**src/design/assert_macros.svh**
```systemverilog
// assertion helpers for the rtl, included by mr_ctrl
`ifndef ASSERT_MACROS_SVH
`define ASSERT_MACROS_SVH
`ifndef SYNTHESIS
`define ASSERT_CLK(lbl, clk, rstn, prop, msg) \
	lbl: assert property (@(posedge clk) disable iff (!rstn) prop) else $error(msg);
`define ASSERT_NEVER(lbl, clk, rstn, cond, msg) \
	lbl: assert property (@(posedge clk) disable iff (!rstn) !(cond)) else $error(msg);
`else
`define ASSERT_CLK(lbl, clk, rstn, prop, msg)
`define ASSERT_NEVER(lbl, clk, rstn, cond, msg)
`endif
`endif

```
**src/design/mr_pkg.sv**
```systemverilog
// ----------------------------------------------------------------------------
// mr_pkg
// Types and constants shared by the primality test controller and datapath.
// ----------------------------------------------------------------------------
package mr_pkg;

	localparam int NUM_PRIMES = 12;
	localparam int NUM_BASES  = 7;

	localparam logic [5:0] PRIMES [NUM_PRIMES] = '{
		6'd2, 6'd3, 6'd5, 6'd7, 6'd11, 6'd13, 6'd17, 6'd19, 6'd23, 6'd29, 6'd31, 6'd37
	};

	localparam logic [31:0] BASES [NUM_BASES] = '{
		32'd2, 32'd325, 32'd9375, 32'd28178, 32'd450775, 32'd9780504, 32'd1795265022
	};

	typedef enum logic [1:0] {
		MS_BASE_RED,
		MS_RES_BASE,
		MS_BASE_SQ,
		MS_X_SQ
	} mul_sel_t;

	typedef struct packed {
		logic     load;
		logic     trial_step;
		logic     split_init;
		logic     split_step;
		logic     round_init;
		logic     expo_shift;
		logic     k_inc;
		logic     mul_start;
		mul_sel_t mul_sel;
		logic [2:0] bidx;
	} dp_cmd_t;

	typedef struct packed {
		logic lt2;
		logic any_zero;
		logic is_small;
		logic odd_lsb;
		logic expo_zero;
		logic expo_lsb;
		logic base_zero;
		logic x_one;
		logic x_nm1;
		logic k_lt_s;
		logic mul_done;
	} dp_stat_t;

endpackage

```
**src/design/miller_rabin_prime_test_unit.sv**
```systemverilog
// ----------------------------------------------------------------------------
// miller_rabin_prime_test_unit
// Deterministic Miller-Rabin primality test of one unsigned candidate.
// ----------------------------------------------------------------------------
// A candidate is taken when start is high and busy is low; busy stays high
// until the verdict, which appears on prime_flag for one cycle with done high
// and must be captured then. One test at a time. Trial division by the primes
// 2..37 settles small or smooth values. The rest run on one shared
// shift-and-add modular multiplier; a full test needs up to seven bases times
// roughly 2*CANDIDATE_BITS products.
module miller_rabin_prime_test_unit import mr_pkg::*; #(
	parameter int CANDIDATE_BITS = 64
) (
	input  logic                      clk,
	input  logic                      arst_n,
	input  logic                      start,
	output logic                      busy,
	input  logic [CANDIDATE_BITS-1:0] candidate,
	output logic                      done,
	output logic                      prime_flag
);

	dp_cmd_t  cmd;
	dp_stat_t stat;

	mr_ctrl #(.W(CANDIDATE_BITS)) u_ctrl (
		.clk        (clk),
		.arst_n     (arst_n),
		.start      (start),
		.busy       (busy),
		.done       (done),
		.prime_flag (prime_flag),
		.cmd        (cmd),
		.stat       (stat)
	);

	mr_datapath #(.W(CANDIDATE_BITS)) u_dp (
		.clk       (clk),
		.arst_n    (arst_n),
		.candidate (candidate),
		.cmd       (cmd),
		.stat      (stat)
	);

endmodule

```
**src/design/mr_mulmod.sv**
```systemverilog
// ----------------------------------------------------------------------------
// mr_mulmod
// Shift-and-add modular multiplier: one doubling or one addition per cycle.
// ----------------------------------------------------------------------------
module mr_mulmod #(
	parameter int W  = 64,
	parameter int YW = 64
) (
	input  logic          clk,
	input  logic          arst_n,
	input  logic          start,
	input  logic [W-1:0]  x,
	input  logic [YW-1:0] y,
	input  logic [W-1:0]  m,
	output logic          done,
	output logic [W-1:0]  result
);

	localparam int CW = $clog2(YW);

	logic [W-1:0]  acc_q;
	logic [W-1:0]  x_q;
	logic [YW-1:0] y_q;
	logic [CW-1:0] cnt_q;
	logic          phase_q;
	logic          run_q;
	logic          done_q;

	// (a + b) mod m for a, b < m
	function automatic logic [W-1:0] add_mod(input logic [W-1:0] a, input logic [W-1:0] b,
			input logic [W-1:0] md);
		logic [W-1:0] gap;
		gap = md - b;
		return (a >= gap) ? (a - gap) : (a + b);
	endfunction

	always_ff @(posedge clk or negedge arst_n) begin
		if (!arst_n) begin
			run_q   <= 1'b0;
			done_q  <= 1'b0;
			phase_q <= 1'b0;
			cnt_q   <= '0;
		end else begin
			done_q <= 1'b0;
			if (start) begin
				run_q   <= 1'b1;
				phase_q <= 1'b0;
				cnt_q   <= '0;
			end else if (run_q) begin
				phase_q <= ~phase_q;
				if (phase_q) begin
					cnt_q <= cnt_q + 1'b1;
					if (cnt_q == CW'(YW - 1)) begin
						run_q  <= 1'b0;
						done_q <= 1'b1;
					end
				end
			end
		end
	end

	always_ff @(posedge clk) begin
		if (start) begin
			acc_q <= '0;
			x_q   <= x;
			y_q   <= y;
		end else if (run_q) begin
			if (!phase_q) begin
				acc_q <= add_mod(acc_q, acc_q, m);
			end else begin
				if (y_q[YW-1]) begin
					acc_q <= add_mod(acc_q, x_q, m);
				end
				y_q <= y_q << 1;
			end
		end
	end

	assign done   = done_q;
	assign result = acc_q;

endmodule

```
**src/design/mr_datapath.sv**
```systemverilog
// ----------------------------------------------------------------------------
// mr_datapath
// Candidate, residues, exponent, base and accumulator registers around the
// shared modular multiplier.
// ----------------------------------------------------------------------------
module mr_datapath import mr_pkg::*; #(
	parameter int W = 64
) (
	input  logic         clk,
	input  logic         arst_n,
	input  logic [W-1:0] candidate,
	input  dp_cmd_t      cmd,
	output dp_stat_t     stat
);

	localparam int YW = (W > 32) ? W : 32;
	localparam int SW = $clog2(W);

	logic [W-1:0]  n_q;
	logic [W-1:0]  sh_q;
	logic [W-1:0]  odd_q;
	logic [W-1:0]  expo_q;
	logic [W-1:0]  base_q;
	logic [W-1:0]  res_q;
	logic [SW-1:0] s_q;
	logic [SW-1:0] k_q;
	logic [5:0]    rem_q [NUM_PRIMES];
	mul_sel_t      wsel_q;

	logic [W-1:0]  nm1;
	logic [W-1:0]  mx;
	logic [YW-1:0] my;
	logic          mdone;
	logic [W-1:0]  mres;
	logic          any_zero;
	logic          is_small;

	assign nm1 = n_q - 1'b1;

	always_comb begin
		mx = base_q;
		my = YW'(res_q);
		case (cmd.mul_sel)
			MS_BASE_RED: begin
				mx = W'(1);
				my = YW'(BASES[cmd.bidx]);
			end
			MS_RES_BASE: begin
				mx = base_q;
				my = YW'(res_q);
			end
			MS_BASE_SQ: begin
				mx = base_q;
				my = YW'(base_q);
			end
			default: begin
				mx = res_q;
				my = YW'(res_q);
			end
		endcase
	end

	mr_mulmod #(.W(W), .YW(YW)) u_mul (
		.clk    (clk),
		.arst_n (arst_n),
		.start  (cmd.mul_start),
		.x      (mx),
		.y      (my),
		.m      (n_q),
		.done   (mdone),
		.result (mres)
	);

	always_comb begin
		any_zero = 1'b0;
		is_small = 1'b0;
		for (int i = 0; i < NUM_PRIMES; i++) begin
			if (rem_q[i] == 6'd0) any_zero = 1'b1;
			if (n_q == W'(PRIMES[i])) is_small = 1'b1;
		end
	end

	always_ff @(posedge clk) begin
		if (cmd.load) begin
			n_q  <= candidate;
			sh_q <= candidate;
			for (int i = 0; i < NUM_PRIMES; i++) rem_q[i] <= '0;
		end
		if (cmd.trial_step) begin
			// msb-first remainder update, one bit per cycle in every lane
			for (int i = 0; i < NUM_PRIMES; i++) begin
				if ({rem_q[i], sh_q[W-1]} >= {1'b0, PRIMES[i]})
					rem_q[i] <= 6'({rem_q[i], sh_q[W-1]} - {1'b0, PRIMES[i]});
				else
					rem_q[i] <= 6'({rem_q[i], sh_q[W-1]});
			end
			sh_q <= sh_q << 1;
		end
		if (cmd.split_init) begin
			odd_q <= nm1;
			s_q   <= '0;
		end
		if (cmd.split_step) begin
			odd_q <= odd_q >> 1;
			s_q   <= s_q + 1'b1;
		end
		if (cmd.round_init) begin
			res_q  <= W'(1);
			expo_q <= odd_q;
			k_q    <= SW'(1);
		end
		if (cmd.expo_shift) expo_q <= expo_q >> 1;
		if (cmd.k_inc) k_q <= k_q + 1'b1;
		if (cmd.mul_start) wsel_q <= cmd.mul_sel;
		if (mdone) begin
			case (wsel_q)
				MS_BASE_RED, MS_BASE_SQ: base_q <= mres;
				default:                 res_q  <= mres;
			endcase
		end
	end

	assign stat.lt2       = (n_q[W-1:1] == '0);
	assign stat.any_zero  = any_zero;
	assign stat.is_small  = is_small;
	assign stat.odd_lsb   = odd_q[0];
	assign stat.expo_zero = (expo_q == '0);
	assign stat.expo_lsb  = expo_q[0];
	assign stat.base_zero = (base_q == '0);
	assign stat.x_one     = (res_q == W'(1));
	assign stat.x_nm1     = (res_q == nm1);
	assign stat.k_lt_s    = (k_q < s_q);
	assign stat.mul_done  = mdone;

endmodule

```
**src/design/mr_ctrl.sv**
```systemverilog
// ----------------------------------------------------------------------------
// mr_ctrl
// Sequencer for trial division, n-1 split and the witness rounds.
// ----------------------------------------------------------------------------
`include "assert_macros.svh"

module mr_ctrl import mr_pkg::*; #(
	parameter int W = 64
) (
	input  logic     clk,
	input  logic     arst_n,
	input  logic     start,
	output logic     busy,
	output logic     done,
	output logic     prime_flag,
	output dp_cmd_t  cmd,
	input  dp_stat_t stat
);

	localparam int CW = $clog2(W);

	typedef enum logic [3:0] {
		S_IDLE,
		S_TRIAL,
		S_TCHK,
		S_SPLIT,
		S_BRED,
		S_BCHK,
		S_PBIT,
		S_PSQ,
		S_PSH,
		S_RCHK,
		S_SQCHK,
		S_SQRES,
		S_NEXT,
		S_MSTART,
		S_MWAIT
	} state_t;

	state_t        state_q;
	state_t        ret_q;
	mul_sel_t      msel_q;
	logic [CW-1:0] cnt_q;
	logic [2:0]    bidx_q;
	logic          done_q;
	logic          flag_q;

	always_ff @(posedge clk or negedge arst_n) begin
		if (!arst_n) begin
			state_q <= S_IDLE;
			ret_q   <= S_IDLE;
			msel_q  <= MS_BASE_RED;
			cnt_q   <= '0;
			bidx_q  <= '0;
			done_q  <= 1'b0;
			flag_q  <= 1'b0;
		end else begin
			done_q <= 1'b0;
			unique case (state_q)
				S_IDLE: begin
					if (start) begin
						cnt_q   <= '0;
						state_q <= S_TRIAL;
					end
				end
				S_TRIAL: begin
					cnt_q <= cnt_q + 1'b1;
					if (cnt_q == CW'(W - 1)) state_q <= S_TCHK;
				end
				S_TCHK: begin
					if (stat.lt2) begin
						done_q  <= 1'b1;
						flag_q  <= 1'b0;
						state_q <= S_IDLE;
					end else if (stat.any_zero) begin
						done_q  <= 1'b1;
						flag_q  <= stat.is_small;
						state_q <= S_IDLE;
					end else begin
						state_q <= S_SPLIT;
					end
				end
				S_SPLIT: begin
					if (stat.odd_lsb) begin
						bidx_q  <= '0;
						state_q <= S_BRED;
					end
				end
				S_BRED: begin
					msel_q  <= MS_BASE_RED;
					ret_q   <= S_BCHK;
					state_q <= S_MSTART;
				end
				S_BCHK: begin
					state_q <= stat.base_zero ? S_NEXT : S_PBIT;
				end
				S_PBIT: begin
					if (stat.expo_zero) begin
						state_q <= S_RCHK;
					end else if (stat.expo_lsb) begin
						msel_q  <= MS_RES_BASE;
						ret_q   <= S_PSQ;
						state_q <= S_MSTART;
					end else begin
						state_q <= S_PSQ;
					end
				end
				S_PSQ: begin
					msel_q  <= MS_BASE_SQ;
					ret_q   <= S_PSH;
					state_q <= S_MSTART;
				end
				S_PSH: state_q <= S_PBIT;
				S_RCHK: begin
					state_q <= (stat.x_one || stat.x_nm1) ? S_NEXT : S_SQCHK;
				end
				S_SQCHK: begin
					if (stat.k_lt_s) begin
						msel_q  <= MS_X_SQ;
						ret_q   <= S_SQRES;
						state_q <= S_MSTART;
					end else begin
						done_q  <= 1'b1;
						flag_q  <= 1'b0;
						state_q <= S_IDLE;
					end
				end
				S_SQRES: begin
					state_q <= stat.x_nm1 ? S_NEXT : S_SQCHK;
				end
				S_NEXT: begin
					if (bidx_q == 3'(NUM_BASES - 1)) begin
						done_q  <= 1'b1;
						flag_q  <= 1'b1;
						state_q <= S_IDLE;
					end else begin
						bidx_q  <= bidx_q + 1'b1;
						state_q <= S_BRED;
					end
				end
				S_MSTART: state_q <= S_MWAIT;
				S_MWAIT: begin
					if (stat.mul_done) state_q <= ret_q;
				end
				default: state_q <= S_IDLE;
			endcase
		end
	end

	always_comb begin
		cmd            = '0;
		cmd.load       = (state_q == S_IDLE) && start;
		cmd.trial_step = (state_q == S_TRIAL);
		cmd.split_init = (state_q == S_TCHK);
		cmd.split_step = (state_q == S_SPLIT) && !stat.odd_lsb;
		cmd.round_init = (state_q == S_BCHK);
		cmd.expo_shift = (state_q == S_PSH);
		cmd.k_inc      = (state_q == S_SQRES) && !stat.x_nm1;
		cmd.mul_start  = (state_q == S_MSTART);
		cmd.mul_sel    = msel_q;
		cmd.bidx       = bidx_q;
	end

	assign busy       = (state_q != S_IDLE);
	assign done       = done_q;
	assign prime_flag = flag_q;

	`ASSERT_CLK(a_done_idle, clk, arst_n, done_q |-> state_q == S_IDLE, "result strobe outside idle")
	`ASSERT_CLK(a_mul_wait, clk, arst_n, cmd.mul_start |=> state_q == S_MWAIT, "multiply not awaited")
	`ASSERT_NEVER(a_stray_done, clk, arst_n, stat.mul_done && state_q != S_MWAIT, "stray multiply done")

endmodule
```
**config.mk**
```make
export PLATFORM = sky130hd
export DESIGN_NAME = miller_rabin_prime_test_unit
export DESIGN_NICKNAME = d
export VERILOG_FILES = /design/src/design/mr_pkg.sv /design/src/design/miller_rabin_prime_test_unit.sv /design/src/design/mr_mulmod.sv /design/src/design/mr_datapath.sv /design/src/design/mr_ctrl.sv
export VERILOG_INCLUDE_DIRS = /design/src /design/src/design
export SDC_FILE = /design/constraint.sdc
export NUM_CORES = 2
export LEC_CHECK = 0
export ABC_AREA = 1
export BUFFER_PORTS_ARGS = -buffer_cell sky130_fd_sc_hd__buf_2
export CAP_MARGIN = 10
export CORE_AREA = 2 2 407 409
export DETAILED_ROUTE_END_ITERATION = 7
export DIE_AREA = 0 0 409 411
export GPL_TIMING_DRIVEN = 0
export PLACE_DENSITY = 0.5
export SKIP_LAST_GASP = 1
export SLEW_MARGIN = 20
export SYNTH_ARGS = -nofsm -noshare
export SYNTH_HDL_FRONTEND = slang
export SYNTH_SLANG_ARGS = --single-unit
```
**constraint.sdc**
```tcl
create_clock -name clk -period 5.55 [get_ports clk]
set_input_delay 1.11 -clock clk [delete_from_list [all_inputs] [get_ports clk]]
set_output_delay 1.11 -clock clk [all_outputs]
set_load 0.02 [all_outputs]
```
# --- Word level (Yosys, flattened, before mapping) ---
# Memories as Yosys holds them, arrays and structs flattened.
# Cells that the tools add are included.
totals:
  out_inout_bits: 3
  register_bits: 620
  latchBits: 0
  mem_count: 2
  input_bits: 67
  romBits: 256
  ram_bits: 72
mem_list:
  columns: ["memory", "depth", "word_bits", "read_ports", "rd_ports_with_merged_regs", "wr", "line", "rtl"]
  rows:
  - ["(no name shown)", 8, 32, 1, 0, 0, "mr_datapath.sv:46", "my = YW'(BASES[cmd.bidx]);"]
  - ["u_dp.rem_q", 12, 6, 12, 0, 12, "mr_datapath.sv:27", "logic [5:0] rem_q [NUM_PRIMES];"]
op_classes:
  div: 0
  n_lt_le_gt_ge: 16
  n_mul: 0
  n_mux: 196
  eq_ne: 46
  addsub: 24
  reduce_logical: 46
  bitwise: 26
  shift: 0
ops:
  columns: ["op", "count"]
  rows:
  - ["$mux 64", 12]
  - ["$eq 64x5->1 const B", 5]
  - ["$pmux 64 s2", 2]
  - ["$sub 64x64->64", 4]
  - ["$mux 63", 4]
  - ["$mux 6", 32]
  - ["$add 64x64->64", 2]
  - ["$eq 64x2->1 const B", 2]
  - ["$eq 64x3->1 const B", 2]
  - ["$eq 64x4->1 const B", 2]
  - ["$ge 64x64->1", 2]
  - ["$logic_not 64->1", 2]
  - ["$mux 1", 116]
  - ["$logic_not 6->1", 12]
  - ["$eq 64x1->1 const B", 1]
  - ["$eq 64x6->1 const B", 1]
  - ["$eq 64x64->1", 1]
  - ["$mux 32", 2]
  - ["$sub 64x1->64 const B", 1]
  - ["$logic_not 63->1", 1]
  - ["$pmux 4 s14", 1]
  - ["$mux 4", 12]
  - ["$ge 7x5->1 const B", 5]
  - ["$sub 6x5->6 const B", 5]
  - ["45 further kinds", 125]

# --- Logic depth before layout (Yosys ltp) ---
# An unclocked memory read counts as a cell.
logic_depth:
  word_depth: 17
  ltp_mapped: 34
  depth_no_buf: 34

# --- Hierarchy ---
# From an unflattened synthesis, not the netlist that was laid out.
unflattened:
  hier_cells: 9669
  area_unflattened_um2: 61710.4
modules_own_cells:
  columns: ["mod", "area_each_um2", "cells_per_inst", "seq_area_each_um2", "n_inst"]
  rows:
  - ["mr_mulmod", 35594.1, 6617, 5350.1, 1]
  - ["mr_datapath", 24798.8, 2851, 13412.9, 1]
  - ["mr_ctrl", 1317.5, 201, 475.5, 1]

# --- Worst setup path before layout ---
# Ideal clock, no wire load.
synth_timing:
  kind: "reg2reg"
  startpoint: "register u_dp.n_q[0]"
  endpoint: "register u_dp.u_mul.acc_q[32] (netlist: u_dp.u_mul.result[32])"
  path_slack_ns: 0.508
  path_buffers: 2
  setup_time_ns: 0.252
  t_arrival_ns: 4.790
  path_stages_with_launch: 32
  t_required_ns: 5.298
  cell_sequence: "edfxtp_1 -> inv_1 -> ha_1 -> inv_1 -> fa_1 -> nand3_1 -> nand2_1 -> a21oi_1 -> o21ai_1 -> a21boi_0 -> o21ai_1 -> a21boi_0 -> o21bai_1 -> nand2_1 -> o21ai_1 -> xnor2_1 -> ha_1 -> nand2_1 -> nor2_1 -> inv_1 -> nor2_1 -> inv_1 -> nor4_2 -> nand3_1 -> nand3_2 -> inv_2 -> buf_2 -> buf_2 -> nand2_1 -> nand3_1 -> nand3_1 -> a21oi_1"
synth_between:
  elab_chain_cells: 5
  word_cells_on_any_way: 10
  classes_between: "add/sub (4); order compare (2); mux (4)"
synth_lines:
  columns: ["element", "line", "rtl"]
  rows:
  - ["start: declaration", "mr_datapath.sv:19", "logic [W-1:0] n_q;"]
  - ["start signal: assignment", "mr_datapath.sv:85", "n_q <= candidate;"]
  - ["$sub 64x64->64", "mr_mulmod.sv:33", "gap = md - b;"]
  - ["$sub 64x64->64 or $ge 64x64->1 (tied branches)", "mr_mulmod.sv:34", "return (a >= gap) ? (a - gap) : (a + b);"]
  - ["$mux 64", "mr_mulmod.sv:34", null]
  - ["$mux 64", "mr_mulmod.sv:71", "if (y_q[YW-1]) begin"]
  - ["$mux 64 (*)", "mr_mulmod.sv:68", "if (!phase_q) begin"]
  - ["end signal: assignment", "mr_mulmod.sv:69", "acc_q <= add_mod(acc_q, acc_q, m);"]
  - ["end signal: assignment", "mr_mulmod.sv:72", "acc_q <= add_mod(acc_q, x_q, m);"]
  - ["end: declaration", "mr_mulmod.sv:21", "logic [W-1:0] acc_q;"]
# Mark *: on every way between the ends. The rest lies on a longest branch, timed or not. The select of a mux whose other input is x is not followed.
# A chain may end at the register's enable or synchronous reset.

# --- Worst setup path in the final report ---
layout_timing:
  startpoint: "register u_dp.u_mul.acc_q[46] (netlist: u_dp.u_mul.result[46])"
  endpoint: "register u_dp.u_mul.acc_q[23] (netlist: u_dp.u_mul.result[23])"
layout_between:
  elab_chain_cells: 4
  word_cells_on_any_way: 7
  classes_between: "add/sub (1); order compare (2); mux (4)"
layout_lines:
  columns: ["element", "line"]
  rows:
  - ["$sub 64x64->64 or $ge 64x64->1 (tied branches)", "mr_mulmod.sv:33, mr_mulmod.sv:34"]
  - ["$ge 64x64->1 or $mux 64 (tied branches)", "mr_mulmod.sv:34"]
  - ["$mux 64 (on tied branches)", "mr_mulmod.sv:34, mr_mulmod.sv:71"]
  - ["$mux 64 (*)", "mr_mulmod.sv:68"]
# Marks and branches as above.

==> metrics.txt <==
library cells used by synthesis 63; max_cap viols 0; CP Class flip-flop to flip-flop; relative slew slack 0.115; Final Max Tran Viols 0; post-DP HPWL 291000 µm; post-layout util 0.427; first-pass iteration count of the detailed router 6; Hold Path Class flip-flop to flip-flop; Tot GR Track Use 0.410; post-layout min period 6.02 ns; Hold Fails Final Rpt 0; GPL Wtd Cong around 1.1; Post-DP Area between 60000 and 70000 µm²; placed cells a little over 10k; final cell count without fillers ~11k; Synth Instances around 8k; Vias 64.0k; vias in the first global route about 60k; Antenna Violating Nets Remaining 0; Die Y between 400 and 500 µm; top-area cell type share of the netlist area 0.280; period utilization 1.08; clk sink count 689; Iteration-0 DRC Markers around 7.7k; syn avg cell area just over 7 µm²; Seq/Total Area, Yosys 0.338; layout cells sized above 1 0.133; die width around 400 µm; setup violators final 64; first-pass GRT wire length 477000 µm; sequential cell area approximately 19000 µm²; Register-to-Register Setup Slack -0.47 ns; IO Count 70; #FFs+latches synth between 600 and 700; area grow syn2layout 23.0%; grt ovf 0; Synth area leaders edfxtp_1 (28%), nand2_1 (11%), ha_1 (7.9%), inv_1 (7.5%), nor2_1 (6.6%); Vias per Instance between 5 and 6; Critical Path End Type flip-flop; Mapped Area between 50000 and 60000 µm²; top cells by count, synth nand2_1 (1639), inv_1 (1140), nor2_1 (998), a21oi_1 (673), o21ai_0 (641); CTS tree done; synth warn 0; largest net degree at the start of global routing 57; status finished with violations; Final TNS setup -15.66 ns; core footprint ~160000 µm²; Worst-Skew Late Latency about 0.78 ns; PortBufs a little under 70; multi-input logic area about 35000 µm²; crit path DAT 6.69 ns; Syn Nets 8496; Post-synth EDFFs 530; total CTS buffers 84; H-tree depth 3; failing checks negative setup slack; RSZ-0062 raised after global routing true; Crit path required time about 6.2 ns; Root Buffer Master clkbuf_16; clock buffer depth 3; setup ws final -0.466 ns; Total Routed Length 358000 µm; filler cell count 17.3k; Reg clk slew, reported paths around 0.070 ns; Slew @ Worst Pin between 1 and 1.5 ns; count leader, synth nand2_1; Core Rows 149; Nets between 8k and 9k; die area 168000 µm²; skew final between 0.07 and 0.08 ns; CP startpoint kind flip-flop; mean routed wirelength per cell 32.9 µm; commonest register cell after synthesis edfxtp_1; CP Max Fanout 7; initial antenna violation count 31; Initial Util 0.347; ys async rst share 0.0406; fmax approximately 0.17 GHz; top cell type by total area after synthesis edfxtp_1; final instance area between 60000 and 70000 µm²; number of remaining DRC errors 0
==> flip-flops by register name, indices dropped and copies added (netlist names), 2 cells and up <==
register           flops
u_ctrl.state_q         4
u_dp.base_q           64
u_ctrl.bidx_q          3
u_ctrl.cnt_q           6
u_dp.u_mul.x_q        64
u_ctrl.msel_q          2
u_dp.u_mul.y_q        64
u_dp.n_q              64
u_dp.s_q               6
u_dp.expo_q           64
u_dp.odd_q            64
u_dp.u_mul.result     64
u_dp.k_q               6
u_dp.u_mul.cnt_q       6
u_dp.res_q            64
u_dp.sh_q             64
u_ctrl.ret_q           2
u_dp.rem_q            72
==> cell type report <==
cell class / count / share of cell area
Antenna cell: 37 / 0.00132
Buffer: 175 / 0.0139
Clock buffer: 110 / 0.0328
Clock inverter: 48 / 0.00791
Inverter: 1150 / 0.0622
Multi-Input combinational cell: 6048 / 0.507
Sequential cell: 689 / 0.278
Tap cell: 2189 / 0.0392
Timing Repair Buffer: 413 / 0.0581
==> metal layers <==
metal  up-vias  track usage  part of all wire
met5         -            0           0.00026
met4        14        0.268             0.077
met3       838       0.0939             0.093
met2      3467        0.613              0.42
met1     31200        0.531              0.41
li1      28500            -                 -
==> placed cells by master, fill, tap and decap left out, drive strengths merged, types with 4 or more instances in the layout <==
master and count:
a211oi 6, a21boi 24, a21o 64, a21oi 673, a221oi 11, a22o 62, a22oi 40, a31oi 146
and3 5, buf 447, bufinv 6, clkbuf 251, clkinv 34, clkinvlp 10, dfrtp 28, dfxtp 131
diode 37, edfxtp 530, fa 5, ha 360, inv 1148, nand2 1652, nand3 507, nand3b 21
nand4 96, nor2 1025, nor3 101, nor3b 5, nor4 78, o2111ai 8, o211ai 42, o21a 38
o21ai 660, o21bai 46, o22ai 52, o311ai 4, o31ai 6, or2 22, xnor2 114, xor2 158
==> what timing repair did <==
action | CTS | global route
hold buffers | 0 | 0
buffers inserted | 248 | 78
gates cloned | 5 | 2
pin swaps | 130 | 123
resized for setup | 645 | 272
endpoints found under the setup margin | 64 | 64
==> per-stage QoR <==
| step | worst slack (ns) | hold WS (ns) |
|---|---|---|
| 6_report | -0.466 | 0.477 |
| 5_1_grt | -0.528 | 0.497 |
| 4_1_cts | -0.415 | 0.469 |
| 3_5_place_dp | -2.90 | 0.460 |
| 3_3_place_gp | -2.88 | 0.455 |
| 2_1_floorplan | 0.508 | 0.439 |
==> path summary, 6_finish.rpt <==
| kind | endpoint | cells after the start | from |
|---|---|---|---|
| setup / recovery | u_dp.u_mul.result[23] | 24 | u_dp.u_mul.result[46] |
| hold reg to reg | u_ctrl.cnt_q[5] | 1 | u_ctrl.cnt_q[5] |
| hold / removal | u_ctrl.cnt_q[5] | 1 | u_ctrl.cnt_q[5] |
| max in group asynchronous | u_dp.u_mul.run_q | 1 | arst_n |
| setup reg to reg | u_dp.u_mul.result[23] | 24 | u_dp.u_mul.result[46] |
| min in group asynchronous | u_ctrl.msel_q[0] | 1 | arst_n |
==> cell families (layout without fill, tap and decap cells) <==
group                    Yosys count  count (layout)  share of synthesized area
AO/OA/AOI/OAI                   1895            1895                      0.189
XOR/XNOR                         272             272                     0.0419
adder cells (fa/ha/maj)          365             365                     0.0810
buffers and inverters           1328            1896                     0.0884
flip-flops                       689             689                      0.338
other                              0              37                          0
AND/OR/NAND/NOR                 3515            3516                      0.261
==> worst max-delay path, stage by stage (launching register included) <==
cell and delay [ns]:
dfxtp_4 0.55, inv_1 0.25, ha_1 0.41, a21oi_1 0.26
o21ai_0 0.27, a21oi_1 0.30, o21ai_0 0.25, a21oi_1 0.27
nand2_4 0.14, a31oi_1 0.18, xor2_1 0.11, ha_2 0.43
nand2_1 0.15, nor2_4 0.18, nand2_2 0.12, nor4_4 0.21
buf_4 0.19, nand4_1 0.29, nand3_4 0.33, buf_12 0.18
a21oi_1 0.12, o21ai_4 0.15, o211ai_1 0.38, nand2_1 0.17
inv_1 0.05
Power is not shown: default switching activity piles up to over one toggle a cycle in this logic, so the estimate is an artifact.
